### src/bad_pkg.sv
package bad_pkg;

  // Defaults for the top level parameters
  localparam int MAX_WIDTH_DEF  = 4096;
  localparam int MAX_BLOCK_DEF  = 16;
  localparam int PIXEL_BITS_DEF = 16;

  // Register field widths and result width
  localparam int IMG_W_BITS    = 13;
  localparam int BLK_REG_BITS  = 5;
  localparam int AVG_BITS      = 16;
  localparam int CFG_IDX_BITS  = 2;
  localparam int CFG_DATA_BITS = IMG_W_BITS;

  // Entries in the queue between front and back
  localparam int QUEUE_DEPTH = 4;

  // Register reset values
  localparam logic [IMG_W_BITS-1:0]   IMG_W_RST = 13'd640;
  localparam logic [BLK_REG_BITS-1:0] BLK_W_RST = 5'd2;
  localparam logic [BLK_REG_BITS-1:0] BLK_H_RST = 5'd2;

  // Register indexes
  localparam logic [CFG_IDX_BITS-1:0] REG_IMAGE_WIDTH  = 2'd0;
  localparam logic [CFG_IDX_BITS-1:0] REG_BLOCK_WIDTH  = 2'd1;
  localparam logic [CFG_IDX_BITS-1:0] REG_BLOCK_HEIGHT = 2'd2;

  // Back end sequencer states
  typedef enum logic [1:0] {
    BK_IDLE,
    BK_DIV,
    BK_HOLD
  } bad_back_state_t;

endpackage

### src/bad_if.sv


// Block average output channel
interface bad_out_if;
  logic                          valid;
  logic                          ready;
  logic [bad_pkg::AVG_BITS-1:0]  average;
  logic                          row_end;

  modport source (output valid, average, row_end, input ready);
  modport sink   (input valid, average, row_end, output ready);
endinterface


### src/bad_div.sv
// Restoring divider, one quotient bit per cycle
module bad_div #(
  parameter int NUM_W = 16,
  parameter int DEN_W = 8
) (
  input  logic             clk,
  input  logic             rst_n,
  input  logic             start,
  input  logic [NUM_W-1:0] num,
  input  logic [DEN_W-1:0] den,
  output logic             busy,
  output logic             done,
  output logic [NUM_W-1:0] quo
);

  localparam int CNT_W = $clog2(NUM_W + 1);

  logic [CNT_W-1:0] cnt_r;
  logic             busy_r;
  logic             done_r;
  logic [DEN_W-1:0] rem_r;
  logic [DEN_W-1:0] den_r;
  logic [NUM_W-1:0] quo_r;
  logic [DEN_W:0]   trial;
  logic [DEN_W:0]   diff;
  logic             fits;

  // Shift in the next dividend bit and try the subtract
  assign trial = {rem_r, quo_r[NUM_W-1]};
  assign diff  = trial - {1'b0, den_r};
  assign fits  = trial >= {1'b0, den_r};

  // Step control
  always_ff @(posedge clk) begin
    if (!rst_n) begin
      busy_r <= 1'b0;
      done_r <= 1'b0;
      cnt_r  <= '0;
    end else begin
      done_r <= 1'b0;
      if (start) begin
        busy_r <= 1'b1;
        cnt_r  <= CNT_W'(NUM_W);
      end else if (busy_r) begin
        cnt_r <= cnt_r - CNT_W'(1);
        if (cnt_r == CNT_W'(1)) begin
          busy_r <= 1'b0;
          done_r <= 1'b1;
        end
      end
    end
  end

  // Remainder and quotient shift register
  always_ff @(posedge clk) begin
    if (start) begin
      rem_r <= '0;
      den_r <= den;
      quo_r <= num;
    end else if (busy_r) begin
      rem_r <= fits ? diff[DEN_W-1:0] : trial[DEN_W-1:0];
      quo_r <= {quo_r[NUM_W-2:0], fits};
    end
  end

  assign busy = busy_r;
  assign done = done_r;
  assign quo  = quo_r;

endmodule

### src/bad_back.sv
// Back: divides each queued block sum by the block area
module bad_back #(
  parameter int MAX_BLOCK  = bad_pkg::MAX_BLOCK_DEF,
  parameter int PIXEL_BITS = bad_pkg::PIXEL_BITS_DEF
) (
  input  logic           clk,
  input  logic           rst_n,
  input  logic           q_empty,
  input  logic [PIXEL_BITS+2*$clog2(MAX_BLOCK)+2*$clog2(MAX_BLOCK+1):0] q_data,
  output logic           q_pop,
  bad_out_if.source      out_ch
);

  localparam int BLK_W   = $clog2(MAX_BLOCK + 1);
  localparam int CB_W    = $clog2(MAX_BLOCK);
  localparam int SUM_W   = PIXEL_BITS + 2 * CB_W;
  localparam int AREA_W  = 2 * BLK_W;
  localparam int ENTRY_W = SUM_W + AREA_W + 1;
  localparam int QW      = (SUM_W > bad_pkg::AVG_BITS) ? SUM_W : bad_pkg::AVG_BITS;

  bad_pkg::bad_back_state_t state_r, state_nxt;

  logic                         out_valid_r;
  logic [bad_pkg::AVG_BITS-1:0] avg_r;
  logic                         out_row_end_r;
  logic                         row_end_r;
  logic                         out_free;
  logic                         load_out;
  logic                         div_busy;
  logic                         div_done;
  logic [QW-1:0]                div_quo;

  assign out_free = !out_valid_r || out_ch.ready;

  // Sequencer
  always_ff @(posedge clk) begin
    if (!rst_n) state_r <= bad_pkg::BK_IDLE;
    else state_r <= state_nxt;
  end

  always_comb begin
    state_nxt = state_r;
    q_pop     = 1'b0;
    load_out  = 1'b0;
    unique case (state_r)
      bad_pkg::BK_IDLE: begin
        if (!q_empty && !div_busy) begin
          q_pop     = 1'b1;
          state_nxt = bad_pkg::BK_DIV;
        end
      end
      bad_pkg::BK_DIV: begin
        if (div_done) begin
          if (out_free) begin
            load_out  = 1'b1;
            state_nxt = bad_pkg::BK_IDLE;
          end else begin
            state_nxt = bad_pkg::BK_HOLD;
          end
        end
      end
      bad_pkg::BK_HOLD: begin
        if (out_free) begin
          load_out  = 1'b1;
          state_nxt = bad_pkg::BK_IDLE;
        end
      end
      default: state_nxt = bad_pkg::BK_IDLE;
    endcase
  end

  bad_div #(
    .NUM_W (QW),
    .DEN_W (AREA_W)
  ) u_avg_div (
    .clk   (clk),
    .rst_n (rst_n),
    .start (q_pop),
    .num   (QW'(q_data[ENTRY_W-1 -: SUM_W])),
    .den   (q_data[AREA_W:1]),
    .busy  (div_busy),
    .done  (div_done),
    .quo   (div_quo)
  );

  // Row flag travels beside the division
  always_ff @(posedge clk) begin
    if (q_pop) row_end_r <= q_data[0];
  end

  // Output register
  always_ff @(posedge clk) begin
    if (!rst_n) begin
      out_valid_r <= 1'b0;
    end else if (load_out) begin
      out_valid_r <= 1'b1;
    end else if (out_ch.ready) begin
      out_valid_r <= 1'b0;
    end
  end

  always_ff @(posedge clk) begin
    if (load_out) begin
      avg_r         <= div_quo[bad_pkg::AVG_BITS-1:0];
      out_row_end_r <= row_end_r;
    end
  end

  assign out_ch.valid   = out_valid_r;
  assign out_ch.average = avg_r;
  assign out_ch.row_end = out_row_end_r;

endmodule
### src/flat_wrapper.sv
// flat-port wrapper written by rule: the top's interface ports become plain ports
module bad_back_flat 
#(
  parameter int MAX_BLOCK  = bad_pkg::MAX_BLOCK_DEF,
  parameter int PIXEL_BITS = bad_pkg::PIXEL_BITS_DEF
)
  (clk, rst_n, q_empty, q_data, q_pop, out_ch_valid, out_ch_average, out_ch_row_end, out_ch_ready);
  bad_out_if out_ch_i ();
  input  logic clk;
  input  logic rst_n;
  input  logic q_empty;
  input  logic [PIXEL_BITS+2*$clog2(MAX_BLOCK)+2*$clog2(MAX_BLOCK+1):0] q_data;
  output logic q_pop;
  output wire logic [$bits(out_ch_i.valid)-1:0] out_ch_valid;
  output wire logic [$bits(out_ch_i.average)-1:0] out_ch_average;
  output wire logic [$bits(out_ch_i.row_end)-1:0] out_ch_row_end;
  input wire logic [$bits(out_ch_i.ready)-1:0] out_ch_ready;
  assign out_ch_valid = out_ch_i.valid;
  assign out_ch_average = out_ch_i.average;
  assign out_ch_row_end = out_ch_i.row_end;
  assign out_ch_i.ready = out_ch_ready;
  bad_back #(.MAX_BLOCK(MAX_BLOCK), .PIXEL_BITS(PIXEL_BITS)) u_core (.clk(clk), .rst_n(rst_n), .q_empty(q_empty), .q_data(q_data), .q_pop(q_pop), .out_ch(out_ch_i));
endmodule
### config.mk
export PLATFORM = sky130hd
export DESIGN_NAME = bad_back_flat
export DESIGN_NICKNAME = d
export VERILOG_FILES = /design/src/bad_pkg.sv /design/src/bad_if.sv /design/src/bad_div.sv /design/src/bad_back.sv /design/src/flat_wrapper.sv
export SDC_FILE = /design/constraint.sdc
export NUM_CORES = 1
export LEC_CHECK = 0
export BUFFER_PORTS_ARGS = -buffer_cell sky130_fd_sc_hd__clkbuf_2
export CORE_ASPECT_RATIO = 1.1
export CORE_MARGIN = 10
export CORE_UTILIZATION = 45
export DETAILED_ROUTE_END_ITERATION = 12
export PLACE_DENSITY = 0.67
export SYNTH_ARGS = -nofsm -noshare
export SYNTH_HDL_FRONTEND = slang
export SYNTH_SLANG_ARGS = --single-unit
export TNS_END_PERCENT = 50
### constraint.sdc
create_clock -name clk -period 5.1 [get_ports clk]
set_input_delay 0.255 -clock clk [delete_from_list [all_inputs] [get_ports clk]]
set_output_delay 0.255 -clock clk [all_outputs]
set_load 0.01 [all_outputs]
==> results of run 1 <==
flip-flops by register name, indices dropped and copies added, names as in the netlist:
signal,cells
u_core.out_ch.average,16
u_core.u_avg_div.busy,1
u_core.row_end_r,1
u_core.out_ch.valid,1
u_core.u_avg_div.cnt_r,5
u_core.u_avg_div.rem_r,10
u_core.u_avg_div.den_r,10
u_core.out_ch.row_end,1
u_core.state_r,2
u_core.u_avg_div.quo,24
u_core.u_avg_div.done,1
final cells by class:
class	count	area [um2]
well taps	85	106
inverters	18	67.6
fillers	639	3230
clock buffers	9	124
multi-input cells	200	1270
repair buffers	60	308
flip-flops and latches	72	1960
clock inverters	7	61.3
per-layer routing:
metal / global-route usage [%] / share of wire, %
met2: 18.6 / 47
met3: 4.42 / 6.0
met5: 0 / 0
met1: 14.3 / 46
met4: 4.78 / 1.1
cell families after synthesis:
kind of cell    Yosys count  synth area share, %
xor+xnor                 11                 2.88
simple gates            126                 16.3
flops                    72                 58.6
buf+inv                  29                 3.55
compound gates           43                 11.3
mux                       4                 1.20
fa+ha+maj                16                 6.20
stage by stage:
step | setup slack, ns | power [W] | std cells | hold slack, ns | cell area [um2]
6_report | 2.20 | 0.00186 | 451 | 0.0701 | 3900
5_1_grt | 1.87 | 0.00200 | 451 | 0.0541 | 3900
2_1_floorplan | 3.04 | 0.00133 | 301 | 0.354 | 3350
4_1_cts | 2.14 | 0.00188 | 451 | 0.0542 | 3900
3_3_place_gp | 2.19 | 0.00144 | 435 | 0.402 | 3710
3_5_place_dp | 2.15 | 0.00145 | 435 | 0.410 | 3710
report_power, final:
group / internal [W] / switching (W)
combinational: 0.000236 / 0.000351
clock: 0.000185 / 0.000238
sequential: 0.000781 / 0.0000724
total: 0.00120 / 0.000661
final timing paths:
kind | from | to | cells past startpoint
setup reg to reg | u_core.u_avg_div.busy$_SDFF_PN0_ | u_core.u_avg_div.quo[23]$_DFFE_PP_ | 7
hold reg to reg | u_core.row_end_r$_DFFE_PP_ | u_core.out_ch.row_end$_DFFE_PP_ | 0
hold / removal | q_data[1] | u_core.u_avg_div.den_r[0]$_DFFE_PP_ | 1
setup / recovery | u_core.u_avg_div.busy$_SDFF_PN0_ | u_core.u_avg_div.quo[23]$_DFFE_PP_ | 7
worst max-delay path, delay by kind of cell, from the launching register on:
family | cells | cell delay [ns]
buffers and inverters | 4 | 1.72
AND/OR/NAND/NOR | 3 | 0.50
flip-flops | 1 | 0.30
layout by cell type (no fill, tap or decap), types with 3 or more instances in the layout:
cell type / count
a211oi_1: 4
a21boi_0: 3
a21o_1: 3
a21oi_1: 4
buf_4: 3
clkbuf_2: 57
clkbuf_8: 9
dfxtp_1: 20
edfxtp_1: 52
ha_1: 15
inv_1: 17
inv_6: 3
mux2i_1: 4
nand2_1: 90
nand3_1: 3
nand3_2: 3
nor2_1: 11
nor2b_1: 6
nor3_1: 3
o211ai_2: 4
o21ai_0: 7
o221ai_2: 3
xnor2_1: 7
xor2_1: 4
==> results.yml, run 1 <==
outcome:
  status: "completed"
global_route:
  grt_usage_pct: 11.9
  grt_start_max_net_pins: 40
  grt_pass1_wl_mm: 10.7
  antenna_found_initial: 0
  grt_overflow: 0
  grt_pass1_vias: 2261
synthesis:
  yosys_register_bits: 72
  synth_top_area_cell: "edfxtp_1"
  synth_top_flop_cell: "edfxtp_1"
  yosysWarnings: 0
  synth-edff-count: 52
  syn_area_mm2: 0.00335
  synth_common_cells: "nand2_1 (90), edfxtp_1 (52), dfxtp_1 (20), inv_1 (17), ha_1 (15)"
  synth_cell_types: 47
  yosys.area.top_type_share_pct: 46.6
  yosysMostFrequentCell: "nand2_1"
  synth_area_leaders: "edfxtp_1 (47%), dfxtp_1 (12%), nand2_1 (10%), ha_1 (5.6%), inv_1 (1.9%)"
  syn_area_per_cell_um2: 11.1
  synth-seq-area-share_pct: 58.6
  syn_nets: 356
  synthCells: 301
  synth-async-reset-ratio_pct: 0
worst_setup_path:
  cp-end-kind: "flop"
  start_kind: "flop"
  slowest_stage: "inv_1"
  worstPathMaxFanout: 39
  slowest_delay_ns: 0.74
  cp_data_arrival_time_ns: 2.88
  critical_path_class: "reg -> reg"
  reg2reg_setup_slack_ns: 2.20
  path_cells: "buf_4 > nor2_1 > nand2_1 > buf_4 > inv_2 > nor2_1 > inv_1"
  required_ns: 5.08
route:
  dr.pass1.iters: 4
  drt_iter0_markers: 72
  vias: 2242
  wl_per_cell_um: 14.3
  drc: 0
  ant_nets: 0
  vias_per_cell: 4.97
  drt-total-wl_mm: 6.43
cts:
  clock_latency_ns: 0.36
  postCtsSetupRepairBufs: 0
  clk_pin_slew_worst_paths_ns: 0.08
  post_cts_resized: 0
  htreeDepth: 3
  cts.sinks: 72
  clock_path_buffers: 2
  cts_inserted_buffers: 9
  cts_hold_buffers: 0
  clock-root-buffer: "clkbuf_8"
  cts_tree: "built"
floorplan:
  die_h_um: 110
  start_util_pct: 47.0
  core_mm2: 0.00713
  die-area_mm2: 0.0113
  pin_count: 58
  num_rows: 32
  die_w_um: 102
timing:
  fmax_mhz: 345
  layout_min_cycle_time_ns: 2.90
  finalSetupViolCount: 0
  fin_tns_setup_ns: 0
  worst_slew_pin_slew_ns: 0.915
  slew_headroom_pct: 38.9
  hold_viol: 0
  report.final.slew_viol_count: 0
  rsz0062_at_grt: "no"
  finalCritPeriodShare_pct: 56.9
  clock_skew_ns: 0.0106
pwr:
  cellPowerDensity_mw_per_mm2: 478
  peakVddDrop_uv: 277
  leakagePower_nw: 1.68
job:
  maxCapViolations: 0
cells_and_area:
  fin_util_pct: 54.7
  syn_to_final_growth_pct: 16.4
  layout-drive-gt1-share_pct: 25.1
  nNetsFinal: 416
  diodes: 0
place:
  dp_hpwl_mm: 4.65
  io_buffers: 57
  gp_congestion: 0.792
hold_path:
  hold_path.class: "in -> reg"
(Power assumes the default switching activity.)
==> inputs of run 2 (changes only) <==
--- a/config.mk
+++ b/config.mk
@@ -10,7 +10,7 @@
 export CORE_MARGIN = 10
 export CORE_UTILIZATION = 45
 export DETAILED_ROUTE_END_ITERATION = 12
-export PLACE_DENSITY = 0.67
+export PLACE_DENSITY = 0.7
 export SYNTH_ARGS = -nofsm -noshare
 export SYNTH_HDL_FRONTEND = slang
 export SYNTH_SLANG_ARGS = --single-unit
==> constraint.sdc (replaced) <==
create_clock -name clk -period 2.4 [get_ports clk]
set_input_delay 0.12 -clock clk [delete_from_list [all_inputs] [get_ports clk]]
set_output_delay 0.12 -clock clk [all_outputs]
set_load 0.01 [all_outputs]
==> results.yml, run 2 (synthesis results as in run 1) <==
outcome:
  status: "completed"
worst_setup_path:
  worst_r2r_startpoint: "u_core.u_avg_div.quo[23]$_DFFE_PP_"
  slowest_delay_ns: 0.44
  crit_top_cell: "inv_1"
  reg2reg_to: "u_core.u_avg_div.rem_r[6]$_SDFFE_PP0P_"
  path_buf_inv: 2
  cp_top_family: "compound AO/OA/AOI/OAI gates"
  critical_path_class: "reg -> reg"
  cp_data_arrival_time_ns: 2.40
  startpoint: "u_core.u_avg_div.quo[23]$_DFFE_PP_"
  slowest_stage: "fa_1"
  required_ns: 2.63
  start_kind: "flop"
  path_cells: "inv_1 > ha_1 > inv_1 > fa_1 > a211oi_2 > o21bai_1 > a21oi_1 > xor2_1 > o221ai_2"
  reg2reg_setup_slack_ns: 0.23
  worstPathMaxFanout: 3
  cp-end-kind: "flop"
  reg2reg_depth: 9
  worstSetupEndpoint: "u_core.u_avg_div.rem_r[6]$_SDFFE_PP0P_"
  cp.depth: 9
global_route:
  grt_usage_pct: 12.0
  grt_pass1_wl_mm: 11.0
  grt_overflow: 0
  grt_start_max_net_pins: 39
  grt_pass1_vias: 2344
  antenna_found_initial: 0
cells_and_area:
  final_common_cell: "nand2_1"
  multiInputGateArea_mm2: 0.00127
  diodes: 0
  fillers: 612
  nNetsFinal: 432
  largest_reg_flops: 24
  syn_to_final_growth_pct: 21.5
  layout-drive-gt1-share_pct: 25.7
  seqCellArea_mm2: 0.00196
  mostFrequentLayoutCells: "nand2_1 (90), clkbuf_2 (57), edfxtp_1 (52), dfxtp_1 (20), inv_1 (17)"
timing:
  fmax_mhz: 461
  finalSetupViolCount: 0
  report.final.slew_viol_count: 0
  finalCritPeriodShare_pct: 90.4
  layout_min_cycle_time_ns: 2.17
  worst_slew_pin_slew_ns: 0.910
  fin_tns_setup_ns: 0
  clock_skew_ns: 0.00887
  slew_headroom_pct: 39.3
  rsz0062_at_grt: "no"
  fin_ws_ns: 0.230
  hold_viol: 0
cts:
  cts_inserted_buffers: 9
  clock-root-buffer: "clkbuf_8"
  clock_latency_ns: 0.34
  clock_path_buffers: 2
  htreeDepth: 3
  cts.sinks: 72
  clk_pin_slew_worst_paths_ns: 0.08
  cts_tree: "built"
floorplan:
  die-area_mm2: 0.0113
  start_util_pct: 47.0
  core_mm2: 0.00713
  num_rows: 32
  die_h_um: 110
  die_w_um: 102
  pin_count: 58
job:
  maxCapViolations: 0
route:
  vias: 2354
  drt_iter0_markers: 61
  ant_nets: 0
  vias_per_cell: 5.04
  wl_per_cell_um: 14.3
  drt-total-wl_mm: 6.69
  dr.pass1.iters: 4
  drc: 0
place:
  io_buffers: 57
  dp_hpwl_mm: 4.77
  gp_congestion: 0.826
  post-place-ws_ns: 0.141
pwr:
  cellPowerDensity_mw_per_mm2: 1020
  peakVddDrop_uv: 485
  leakagePower_nw: 1.76
hold_path:
  hold_path.class: "in -> reg"
==> run 2: changes by cell type in the layout (fill, tap and decap cells not counted), sizes merged <==
cell / delta
buf: +5
clkinv: +2
clkinvlp: -1
dlygate4sd3: +11
inv: -2
bufinv: +1
==> run 2: what timing repair did <==
action | 4_1_cts | 5_1_grt
resized for setup | 0 | 1
hold buffers | 11 | 0
endpoints found under the setup margin | 0 | 4
setup buffers | 0 | 3
hold endpoints to repair | 11 | 0
==> run 2: through the flow <==
stage | std cells | total power [W] | util [%] | hold slack [ns] | area, um2
floorplan | 301 | 0.00283 | - | 0.219 | 3350
global placement | 437 | 0.00306 | 52.3 | 0.297 | 3730
detailed placement | 437 | 0.00310 | 52.3 | 0.299 | 3730
CTS | 464 | 0.00409 | 56.7 | 0.0277 | 4040
global route | 467 | 0.00441 | 57.1 | 0.0343 | 4070
finish | 467 | 0.00414 | 57.1 | 0.0399 | 4070
==> run 2: worst min-delay path by stage <==
| stage | startpoint | endpoint | slack, ns | cells past startpoint |
|---|---|---|---|---|
| 2_1_floorplan | q_data[0] | u_core.row_end_r$_DFFE_PP_ | 0.22 | 0 |
| 3_3_place_gp | q_data[0] | u_core.row_end_r$_DFFE_PP_ | 0.30 | 1 |
| 3_5_place_dp | q_data[4] | u_core.u_avg_div.den_r[3]$_DFFE_PP_ | 0.30 | 1 |
| 4_1_cts | q_data[32] | u_core.u_avg_div.quo[21]$_DFFE_PP_ | 0.03 | 3 |
| 5_1_grt | q_data[19] | u_core.u_avg_div.quo[8]$_DFFE_PP_ | 0.03 | 3 |
| 6_report | q_data[31] | u_core.u_avg_div.quo[20]$_DFFE_PP_ | 0.04 | 3 |
==> run 2: per-layer routing <==
metal / vias up / track usage, % / share of wire, %
met5: - / 0 / 0
met4: 0 / 3.93 / 0.93
met3: 4 / 4.11 / 5.8
met2: 55 / 19.5 / 48
met1: 1101 / 14.4 / 45
li1: 1194 / - / -
==> run 2: layout make-up <==
cell class	instances	share of cell area, %
Clock buffer	9	3.05
Clock inverter	7	1.97
Inverter	18	1.66
Multi-Input combinational cell	200	31.3
Sequential cell	72	48.2
Tap cell	85	2.61
Timing Repair Buffer	76	11.2
==> run 2: report_power, final <==
part           total [W]  switching, W  internal, W
Combinational    0.00136      0.000777     0.000581
Clock           0.000979      0.000487     0.000493
Sequential       0.00180      0.000145      0.00166
Total            0.00414       0.00141      0.00273
==> run 2: worst reg2reg max path, stage by stage, from the launching register on <==
cell      delay [ns]
edfxtp_1        0.37
inv_1           0.09
ha_1            0.17
inv_1           0.05
fa_1            0.44
a211oi_2        0.31
o21bai_1        0.11
a21oi_1         0.17
xor2_1          0.24
o221ai_2        0.12
