## src/bad_pkg.sv

```systemverilog
package bad_pkg;

  // Defaults for the top level parameters
  localparam int MAX_WIDTH_DEF  = 4096;
  localparam int MAX_BLOCK_DEF  = 16;
  localparam int PIXEL_BITS_DEF = 16;

  // Register field widths and result width
  localparam int IMG_W_BITS    = 13;
  localparam int BLK_REG_BITS  = 5;
  localparam int AVG_BITS      = 16;
  localparam int CFG_IDX_BITS  = 2;
  localparam int CFG_DATA_BITS = IMG_W_BITS;

  // Entries in the queue between front and back
  localparam int QUEUE_DEPTH = 4;

  // Register reset values
  localparam logic [IMG_W_BITS-1:0]   IMG_W_RST = 13'd640;
  localparam logic [BLK_REG_BITS-1:0] BLK_W_RST = 5'd2;
  localparam logic [BLK_REG_BITS-1:0] BLK_H_RST = 5'd2;

  // Register indexes
  localparam logic [CFG_IDX_BITS-1:0] REG_IMAGE_WIDTH  = 2'd0;
  localparam logic [CFG_IDX_BITS-1:0] REG_BLOCK_WIDTH  = 2'd1;
  localparam logic [CFG_IDX_BITS-1:0] REG_BLOCK_HEIGHT = 2'd2;

  // Back end sequencer states
  typedef enum logic [1:0] {
    BK_IDLE,
    BK_DIV,
    BK_HOLD
  } bad_back_state_t;

endpackage

```

## src/bad_fifo.sv

```systemverilog
// Small queue between front and back, fall-through read
module bad_fifo #(
  parameter int DATA_W = 8,
  parameter int DEPTH  = bad_pkg::QUEUE_DEPTH
) (
  input  logic              clk,
  input  logic              rst_n,
  input  logic              push,
  input  logic [DATA_W-1:0] push_data,
  output logic              full,
  input  logic              pop,
  output logic [DATA_W-1:0] pop_data,
  output logic              empty
);

  localparam int PTR_W = (DEPTH > 1) ? $clog2(DEPTH) : 1;
  localparam int CNT_W = $clog2(DEPTH + 1);

  logic [DATA_W-1:0] slot_r [DEPTH];
  logic [PTR_W-1:0]  wr_ptr_r;
  logic [PTR_W-1:0]  rd_ptr_r;
  logic [CNT_W-1:0]  count_r;

  function automatic logic [PTR_W-1:0] ptr_inc(input logic [PTR_W-1:0] p);
    logic [PTR_W-1:0] q;
    q = (p == PTR_W'(DEPTH - 1)) ? '0 : p + PTR_W'(1);
    return q;
  endfunction

  assign full     = count_r == CNT_W'(DEPTH);
  assign empty    = count_r == '0;
  assign pop_data = slot_r[rd_ptr_r];

  // Pointers and fill count
  always_ff @(posedge clk) begin
    if (!rst_n) begin
      wr_ptr_r <= '0;
      rd_ptr_r <= '0;
      count_r  <= '0;
    end else begin
      if (push) wr_ptr_r <= ptr_inc(wr_ptr_r);
      if (pop)  rd_ptr_r <= ptr_inc(rd_ptr_r);
      if (push && !pop) count_r <= count_r + CNT_W'(1);
      else if (pop && !push) count_r <= count_r - CNT_W'(1);
    end
  end

  // Storage
  always_ff @(posedge clk) begin
    if (push) slot_r[wr_ptr_r] <= push_data;
  end

endmodule

```

## config.mk

```make
export PLATFORM = sky130hd
export DESIGN_NAME = bad_fifo
export DESIGN_NICKNAME = d
export VERILOG_FILES = /design/src/bad_pkg.sv /design/src/bad_fifo.sv
export SDC_FILE = /design/constraint.sdc
export NUM_CORES = 1
export LEC_CHECK = 0
export BUFFER_PORTS_ARGS = -buffer_cell sky130_fd_sc_hd__buf_2
export CAP_MARGIN = 5
export CELL_PAD_IN_SITES_DETAIL_PLACEMENT = 1
export CELL_PAD_IN_SITES_GLOBAL_PLACEMENT = 1
export CORE_ASPECT_RATIO = 0.75
export CORE_MARGIN = 8
export CORE_UTILIZATION = 43
export DETAILED_ROUTE_END_ITERATION = 6
export PLACE_DENSITY_LB_ADDON = 0.12
export SKIP_LAST_GASP = 1
export SLEW_MARGIN = 20
export SYNTH_ARGS = -nofsm -noshare
export SYNTH_HDL_FRONTEND = slang
export SYNTH_SLANG_ARGS = --single-unit
export TNS_END_PERCENT = 50
```

## constraint.sdc

```tcl
create_clock -name clk -period 1.3 [get_ports clk]
set_input_delay 0.13 -clock clk [delete_from_list [all_inputs] [get_ports clk]]
set_output_delay 0.13 -clock clk [all_outputs]
set_load 0.1 [all_outputs]
```

==> flow_metrics.py, run 1 <==
metrics = {
    "route": {
        "dr.pass1.iters": 6,
        "drt_iter0_drc": 20,
        "routed-wl-met3_um": 147,
        "drcViolationCount": 0,
        "met1_length_um": 1240,
        "num_vias": 853,
        "wl_met2_um": 1530,
        "topRoutingLayerUsed": "met4",
        "vias_per_cell": 4.74,
        "ant_nets": 0,
        "finalWirelength_um": 2970,
        "wl_per_cell_um": 16.5,
    },
    "timing": {
        "grt_setup_unrepaired": "true",
        "postLayoutSetupSlackWorst_ps": -326,
        "skew_ps": 2.97,
        "setup_viol": 11,
        "period_share": 1.25,
        "post-route-min-period_ps": 1630,
        "hold_viol": 0,
        "max-slew-margin-rel": 0.735,
        "worst_slew_pin_slew_ps": 397,
        "slew_viol_final": 0,
        "fmax_mhz": 615,
    },
    "pwr": {
        "pwr_density_cell_nw_per_um2": 1500,
        "ir_drop_mv": 0.764,
        "p_leak_uw": 0.000800,
    },
    "min_path": {
        "hold_class": "in2reg",
        "whs_endpoint": "slot_r[1][2]",
        "holdCritStartpoint": "push_data[2]",
        "hold_depth": 1,
    },
    "placed_design": {
        "numPortBuffers": 21,
        "routabilityCongestion": 0.714,
        "place_hpwl_um": 2180,
        "placed_cells": 171,
        "placed_cell_area_um2": 1990,
    },
    "critical_path": {
        "crit_path_end_kind": "output port",
        "r2r_cells": 4,
        "slowest_stage": "mux4_2",
        "path_buf_inv": 2,
        "cp_top_family": "multiplexers",
        "reg2reg_from": "count_r[1]",
        "r2r_end": "count_r[2]",
        "crit_fanout": 5,
        "ff2ff_setup_slack_ps": -90,
        "slowest_delay_ps": 510,
        "crit_type": "reg2out",
        "startpoint_type": "flop",
        "worstPathArrival_ps": 1500,
        "required_ps": 1170,
        "path_cells": "buf_12 -> mux4_2 -> buf_6",
    },
    "global_routing": {
        "grt.total_usage": 0.110,
        "grt_max_degree": 14,
        "grt_pass1_vias": 954,
        "antenna_found_initial": 0,
        "grt_remaining_overflow": 0,
        "grt_pass1_wl_um": 4830,
    },
    "die": {
        "num_rows": 19,
        "io_pins": 22,
        "start_util": 0.444,
        "die_h_um": 69.1,
        "dieArea_um2": 5990,
        "core-area_um2": 3640,
        "dieWidth_um": 86.8,
    },
    "clocking": {
        "cts_buffers": 5,
        "cts_tree": "yes",
        "cts_root_buf": "clkbuf_8",
        "clk_latency_ps": 290,
        "cts.sinks": 41,
        "clockBufferDepth": 2,
        "htree_levels": 2,
        "clk_pin_slew_ps": 80,
    },
    "synthesis": {
        "netlist_instances": 86,
        "synth-xor-area-share": 0.0108,
        "async_reset_ff_frac": 0,
        "synth_edf_count": 32,
        "synth-compound-area-share": 0.0124,
        "yosysSeqAreaShare": 0.706,
        "synth_fa_ha_area_frac": 0.0589,
        "netlist_area_um2": 1620,
        "synth_top_family_by_area": "multiplexers",
        "syn_avg_cell_area_um2": 18.8,
        "synth_area_leaders": "edfxtp_1, dfxtp_1, mux4_2",
        "yosysUniqueCellTypes": 20,
        "synth_top_area_frac": 0.595,
        "yosysMostFrequentCell": "edfxtp_1",
        "synth_area_leader_cell": "edfxtp_1",
        "synth_nets": 105,
        "synthMuxAreaShare": 0.136,
        "synth_commonest_cells": "edfxtp_1, dfxtp_1, mux4_2",
        "synth_warnings": 0,
        "synth-simple-area-share": 0.0558,
        "ys_ff_latch": 41,
        "synth_flop_cell": "edfxtp_1",
    },
    "cells_and_area": {
        "nets": 146,
        "layoutNonFillerInstCount": 180,
        "drive_gt1_frac": 0.492,
        "finish.instance_area_um2": 2150,
        "diodes": 0,
        "synthToLayoutAreaGrowth_pct": 33.3,
    },
    "run_status": {
        "violations": "setup timing",
        "status": "complete, but fails checks",
    },
    "job": {
        "maxCapViolCount": 0,
    },
}
cell type report:
type                            count  area [µm²]
Clock buffer                        5        68.8
Clock inverter                      3        17.5
Multi-Input combinational cell     39         480
Inverter                            4        17.5
Tap cell                           52        65.1
Timing Repair Buffer               36         352
Fill cell                         341        1480
Sequential cell                    41        1150
cells in the final DEF, fill, tap and decap left out, types with 2 or more instances in the layout:
cell type / netlist / layout
buf_2: 0 / 11
buf_12: 0 / 6
nor2b_1: 5 / 5
ha_1: 6 / 5
dfxtp_2: 0 / 3
mux4_2: 8 / 8
buf_4: 0 / 10
clkbuf_8: 0 / 5
dfxtp_1: 9 / 4
clkinv_2: 0 / 2
dfxtp_4: 0 / 2
edfxtp_1: 32 / 32
mux2i_1: 4 / 4
inv_1: 4 / 2
buf_6: 1 / 9
and2_1: 5 / 5
per-layer routing:
metal	vias up	GRT usage
met5	-	0
met4	0	0.0457
met3	7	0.0473
met2	17	0.180
met1	424	0.121
li1	405	-
power breakdown:
| part | internal, µW | total (µW) | switching (µW) |
|---|---|---|---|
| logic | 336 | 878 | 542 |
| registers | 1490 | 1540 | 47.8 |
| clock network | 370 | 809 | 439 |
| total | 2200 | 3230 | 1030 |
per-stage QoR:
stage	util	worst slack [ps]	TNS (ps)	hold WS [ps]	power, µW
6_report	0.592	-326	-2640	54.0	3230
5_1_grt	0.592	-380	-3160	44.8	3340
4_1_cts	0.584	-345	-2910	43.1	3240
3_5_place_dp	0.547	-252	-964	354	2390
3_3_place_gp	0.547	-200	-945	341	2360
2_1_floorplan	-	-50.0	-471	229	2140
worst max-delay path by stage:
stage | from | endpoint | slack (ps) | cells after the start
after floorplan | flop | pop_data[0] | -50 | 2
after global placement | pop | count_r[2] | -200 | 8
after detailed placement | pop | count_r[2] | -250 | 8
after CTS | flop | pop_data[4] | -350 | 3
after global routing | flop | pop_data[6] | -380 | 3
final | flop | pop_data[2] | -330 | 3
timing repair:
action,in CTS,in global routing
pin swaps,0,2
hold buffers,0,0
endpoints found under the setup margin,11,27
setup buffers,0,1
resized for setup,16,6
cell families (layout without fill, tap and decap cells):
group	Yosys count	count (layout)
buf+inv	6	48
compound gates	3	3
flops	41	41
simple gates	15	15
mux	12	12
fa+ha+maj	7	7
xor+xnor	2	2
flip-flops by register name, summed over array words and instances, names as in the netlist, named ones only:
| name | cells |
|---|---|
| count_r | 3 |
| rd_ptr_r | 2 |
| slot_r | 32 |
| wr_ptr_r | 2 |
No activity file was read; power rests on OpenSTA's default activity.
==> run 2: changes to the inputs <==
--- a/config.mk
+++ b/config.mk
@@ -13,7 +13,7 @@
 export CORE_MARGIN = 8
 export CORE_UTILIZATION = 43
 export DETAILED_ROUTE_END_ITERATION = 6
-export PLACE_DENSITY_LB_ADDON = 0.12
+export PLACE_DENSITY = 0.83
 export SKIP_LAST_GASP = 1
 export SLEW_MARGIN = 20
 export SYNTH_ARGS = -nofsm -noshare
==> run 2 against run 1 <==
  * The run still ends with setup timing left
  * Sequential power barely moved
  * Utilization shrank 1.1 points
  * Sequential share of layout area up 0.95 points
  * Power shrank 1.1%
  * Clock power fell by 2%
  * Flip-flop and latch count unchanged
  * Fmax is 0.42% higher
  * Critical path type unchanged
  * Global-route usage is 0.14 points higher
  * Setup slack improved by 6.9 ps
  * Via count rose by 0.70%
  * Highest routed layer unchanged
==> flow_metrics.py, run 2 (same netlist as run 1, synthesis figures left out) <==
metrics = {
    "placed_design": {
        "place_hpwl_um": 2360,
        "routabilityCongestion": 0.703,
        "pre_cts_slack_ps": -253,
        "numPortBuffers": 21,
        "placed_cell_area_um2": 1960,
    },
    "clocking": {
        "cts_root_buf": "clkbuf_8",
        "htree_levels": 2,
        "cts_buffers": 5,
        "clk_pin_slew_ps": 70,
        "hold_buffers": 0,
        "cts.sinks": 41,
        "clockBufferDepth": 2,
        "cts_tree": "yes",
        "clk_latency_ps": 290,
    },
    "global_routing": {
        "grt_pass1_wl_um": 4920,
        "grt.total_usage": 0.111,
        "antenna_found_initial": 0,
        "grt_pass1_vias": 948,
        "grt_remaining_overflow": 0,
        "grt_max_degree": 13,
    },
    "die": {
        "dieArea_um2": 5990,
        "io_pins": 22,
        "die_h_um": 69.1,
        "num_rows": 19,
        "dieWidth_um": 86.8,
        "core-area_um2": 3640,
        "start_util": 0.444,
    },
    "run_status": {
        "status": "complete, but fails checks",
        "violations": "setup timing",
    },
    "route": {
        "vias_per_cell": 4.77,
        "dr.pass1.iters": 4,
        "wl_per_cell_um": 17.0,
        "finalWirelength_um": 3060,
        "num_vias": 859,
        "drt_iter0_drc": 26,
        "ant_nets": 0,
        "drcViolationCount": 0,
    },
    "cells_and_area": {
        "final_common_cell": "edfxtp_1",
        "regMostFlops": "slot_r",
        "layout_common_cells": "edfxtp_1, buf_4, buf_2, mux4_2, buf_6",
        "drive_gt1_frac": 0.484,
        "finish.instance_area_um2": 2110,
        "largest_reg_flops": 32,
        "largestRegisters": "slot_r: 32 flops, count_r: 3 flops",
        "nets": 146,
        "fillCellCount": 351,
        "register_area_um2": 1150,
        "synthToLayoutAreaGrowth_pct": 30.8,
        "diodes": 0,
        "multi_input_area_um2": 480,
    },
    "timing": {
        "slew_viol_final": 0,
        "grt_setup_unrepaired": "true",
        "period_share": 1.25,
        "skew_ps": 3.69,
        "post-route-min-period_ps": 1620,
        "tns_ps": -2580,
        "fmax_mhz": 618,
        "postLayoutSetupSlackWorst_ps": -319,
        "max-slew-margin-rel": 0.843,
        "hold_ws_ps": 55.6,
        "worst_slew_pin_slew_ps": 235,
        "setup_viol": 11,
        "hold_viol": 0,
    },
    "critical_path": {
        "r2r_cells": 4,
        "endpoint": "pop_data[7]",
        "r2r_end": "count_r[2]",
        "crit_type": "reg2out",
        "ff2ff_setup_slack_ps": -60,
        "required_ps": 1170,
        "crit_fanout": 8,
        "crit_path_end_kind": "output port",
        "startpoint_type": "flop",
        "reg2reg_from": "count_r[1]",
        "worstPathArrival_ps": 1490,
    },
    "pwr": {
        "ir_drop_mv": 0.659,
        "p_total_uw": 3190,
        "p_leak_uw": 0.000789,
        "pwr_density_cell_nw_per_um2": 1510,
    },
    "job": {
        "maxCapViolCount": 0,
    },
    "min_path": {
        "holdCritStartpoint": "push_data[4]",
        "hold_class": "in2reg",
    },
}
run 2: worst max-delay path: stages (launching register included):
cell     delay, ps
dfxtp_2        340
buf_12         140
mux4_2         520
buf_6          200
run 2: timing repair:
item / CTS / global route
resized for setup: 16 / 4
buffers inserted: 0 / 1
hold endpoints to repair: 0 / 0
pin swaps: 0 / 1
endpoints found under the setup margin: 19 / 27
run 2: final cells by class:
type,count,share of cell area
Timing Repair Buffer,36,0.150
Clock buffer,7,0.0361
Multi-Input combinational cell,39,0.227
Clock inverter,1,0.00237
Inverter,4,0.00829
Sequential cell,41,0.545
Tap cell,52,0.0308
run 2: layer usage:
metal	wire, µm	GRT usage	part of all wire	vias up
li1	-	-	-	407
met1	1280	0.129	0.42	432
met2	1580	0.179	0.52	15
met3	140	0.0355	0.046	5
met4	58	0.0571	0.019	0
met5	0	0	0	-
run 2: metrics by stage:
step           std cells  utilization
2_1_floorplan         86            -
3_5_place_dp         171        0.540
6_report             180        0.581
5_1_grt              180        0.581
3_3_place_gp         171        0.540
4_1_cts              179        0.576
run 2: how the worst min path moves through the flow:
stage                   endpoint  cells after the start
floorplan           slot_r[0][0]                      0
global placement    slot_r[2][2]                      1
detailed placement  slot_r[2][2]                      1
CTS                 slot_r[3][2]                      1
global route        slot_r[2][2]                      1
finish              slot_r[0][4]                      1
run 2: power breakdown:
group	total, µW	switching (µW)	internal, µW	leakage (µW)
registers	1540	47.8	1500	0.000371
logic	861	541	320	0.000377
clock network	790	413	377	0.0000422
==> run 3: changes to the inputs <==
--- a/config.mk
+++ b/config.mk
@@ -11,7 +11,7 @@
 export CELL_PAD_IN_SITES_GLOBAL_PLACEMENT = 1
 export CORE_ASPECT_RATIO = 0.75
 export CORE_MARGIN = 8
-export CORE_UTILIZATION = 43
+export CORE_UTILIZATION = 45
 export DETAILED_ROUTE_END_ITERATION = 6
 export PLACE_DENSITY = 0.83
 export SKIP_LAST_GASP = 1
==> constraint.sdc (replaced) <==
create_clock -name clk -period 1.9 [get_ports clk]
set_input_delay 0.19 -clock clk [delete_from_list [all_inputs] [get_ports clk]]
set_output_delay 0.19 -clock clk [all_outputs]
set_load 0.1 [all_outputs]
==> run 3 against run 2 <==
  * The run now ends clean
  * Flip-flop and latch count is the same
  * Via count down 7.2%
  * Sequential share of layout area is 6.1 points higher
  * Design area decreased by 11%
  * Utilization is 4.9 points lower
  * Combinational power decreased by 48%
  * Non-clock buffer count decreased by 14
  * Worst hold slack gained 55 ps
  * Clock skew up 4.7 ps
  * Wire length shrank 9.0%
==> flow_metrics.py, run 3 (same netlist as run 1, synthesis figures left out) <==
metrics = {
    "timing": {
        "slew_viol_final": 0,
        "fmax_mhz": 549,
        "skew_ps": 8.38,
        "period_share": 0.958,
        "tns_ps": 0,
        "worst_slew_pin_slew_ps": 495,
        "max-slew-margin-rel": 0.672,
        "grt_setup_unrepaired": "true",
        "hold_viol": 0,
        "post-route-min-period_ps": 1820,
        "setup_viol": 0,
    },
    "cells_and_area": {
        "largest_reg_flops": 32,
        "largestRegisters": "slot_r: 32 flops, count_r: 3 flops",
        "synthToLayoutAreaGrowth_pct": 16.6,
        "layoutNonFillerInstCount": 156,
        "regMostFlops": "slot_r",
        "diodes": 0,
        "finish.instance_area_um2": 1880,
        "nets": 132,
        "layout_common_cells": "edfxtp_1, buf_2, dfxtp_1, mux4_2, ha_1",
        "drive_gt1_frac": 0.325,
        "final_common_cell": "edfxtp_1",
    },
    "route": {
        "ant_nets": 0,
        "drt_iter0_drc": 58,
        "num_vias": 797,
        "finalWirelength_um": 2780,
        "wl_per_cell_um": 17.8,
        "vias_per_cell": 5.11,
        "drcViolationCount": 0,
        "dr.pass1.iters": 4,
    },
    "critical_path": {
        "required_ps": 1710,
        "cp_top_family": "multiplexers",
        "worstPathArrival_ps": 1630,
        "path_cells": "buf_4 -> mux4_2 -> buf_2",
        "slowest_stage": "mux4_2",
        "ff2ff_setup_slack_ps": 420,
        "path_buf_inv": 2,
        "crit_fanout": 8,
        "startpoint_type": "flop",
        "crit_type": "reg2out",
        "slowest_delay_ps": 520,
        "crit_path_end_kind": "output port",
    },
    "clocking": {
        "cts.sinks": 41,
        "clk_pin_slew_ps": 70,
        "post_cts_resized": 0,
        "cts_setup_buffers": 0,
        "clk_latency_ps": 290,
        "clockBufferDepth": 2,
        "cts_tree": "yes",
        "cts_buffers": 5,
        "hold_buffers": 0,
        "htree_levels": 2,
        "cts_root_buf": "clkbuf_8",
    },
    "die": {
        "dieWidth_um": 85.2,
        "start_util": 0.456,
        "io_pins": 22,
        "num_rows": 19,
        "die_h_um": 67.9,
        "dieArea_um2": 5780,
        "core-area_um2": 3540,
    },
    "placed_design": {
        "routabilityCongestion": 0.657,
        "placed_cell_area_um2": 1770,
        "place_hpwl_um": 1980,
        "placed_cells": 148,
        "numPortBuffers": 21,
    },
    "pwr": {
        "p_leak_uw": 0.000695,
        "ir_drop_mv": 0.535,
        "pwr_density_cell_nw_per_um2": 1150,
        "p_total_uw": 2170,
    },
    "global_routing": {
        "grt.total_usage": 0.111,
        "grt_pass1_wl_um": 4510,
        "grt_pass1_vias": 910,
        "antenna_found_initial": 0,
        "grt_remaining_overflow": 0,
        "grt_max_degree": 13,
    },
    "run_status": {
        "status": "completed",
    },
    "job": {
        "maxCapViolCount": 0,
    },
    "min_path": {
        "hold_class": "in2reg",
    },
}
run 3: per-stage QoR:
stage / hold slack (ps) / utilization / setup WS [ps]
detailed placement: 409 / 0.499 / 216
global route: 99.0 / 0.532 / -10.4
global placement: 400 / 0.499 / 289
finish: 110 / 0.532 / 79.8
CTS: 99.2 / 0.529 / 32.8
floorplan: 289 / - / -722
run 3: path summary, 6_finish.rpt:
check / start / end / cells past startpoint
worst min-delay path: push_data[1] / slot_r[2][1] / 1
worst max register to register: count_r[0] / count_r[2] / 4
worst max-delay path: flop / pop_data[4] / 3
worst min register to register: count_r[2] / count_r[2] / 2
run 3: power by group:
part / internal, µW / switching (µW) / leakage, µW
Sequential: 1020 / 33.9 / 0.000368
Clock: 388 / 279 / 0.0000528
Combinational: 113 / 335 / 0.000274
Total: 1520 / 648 / 0.000695
run 3: metal layers:
metal  share of wire  GRT usage  vias to the layer above  routed length, µm
li1                -          -                      383                  -
met1            0.43      0.122                      393               1200
met2            0.51      0.179                       14               1410
met3           0.040     0.0456                        7                110
met4           0.022     0.0728                        0                 61
met5               0          0                        -                  0
run 3: layout make-up:
type	instances	area [µm²]
Clock buffer	6	72.6
Timing Repair Buffer	22	120
Tap cell	42	52.6
Fill cell	341	1660
Inverter	4	15.0
Clock inverter	2	33.8
Multi-Input combinational cell	39	448
Sequential cell	41	1140
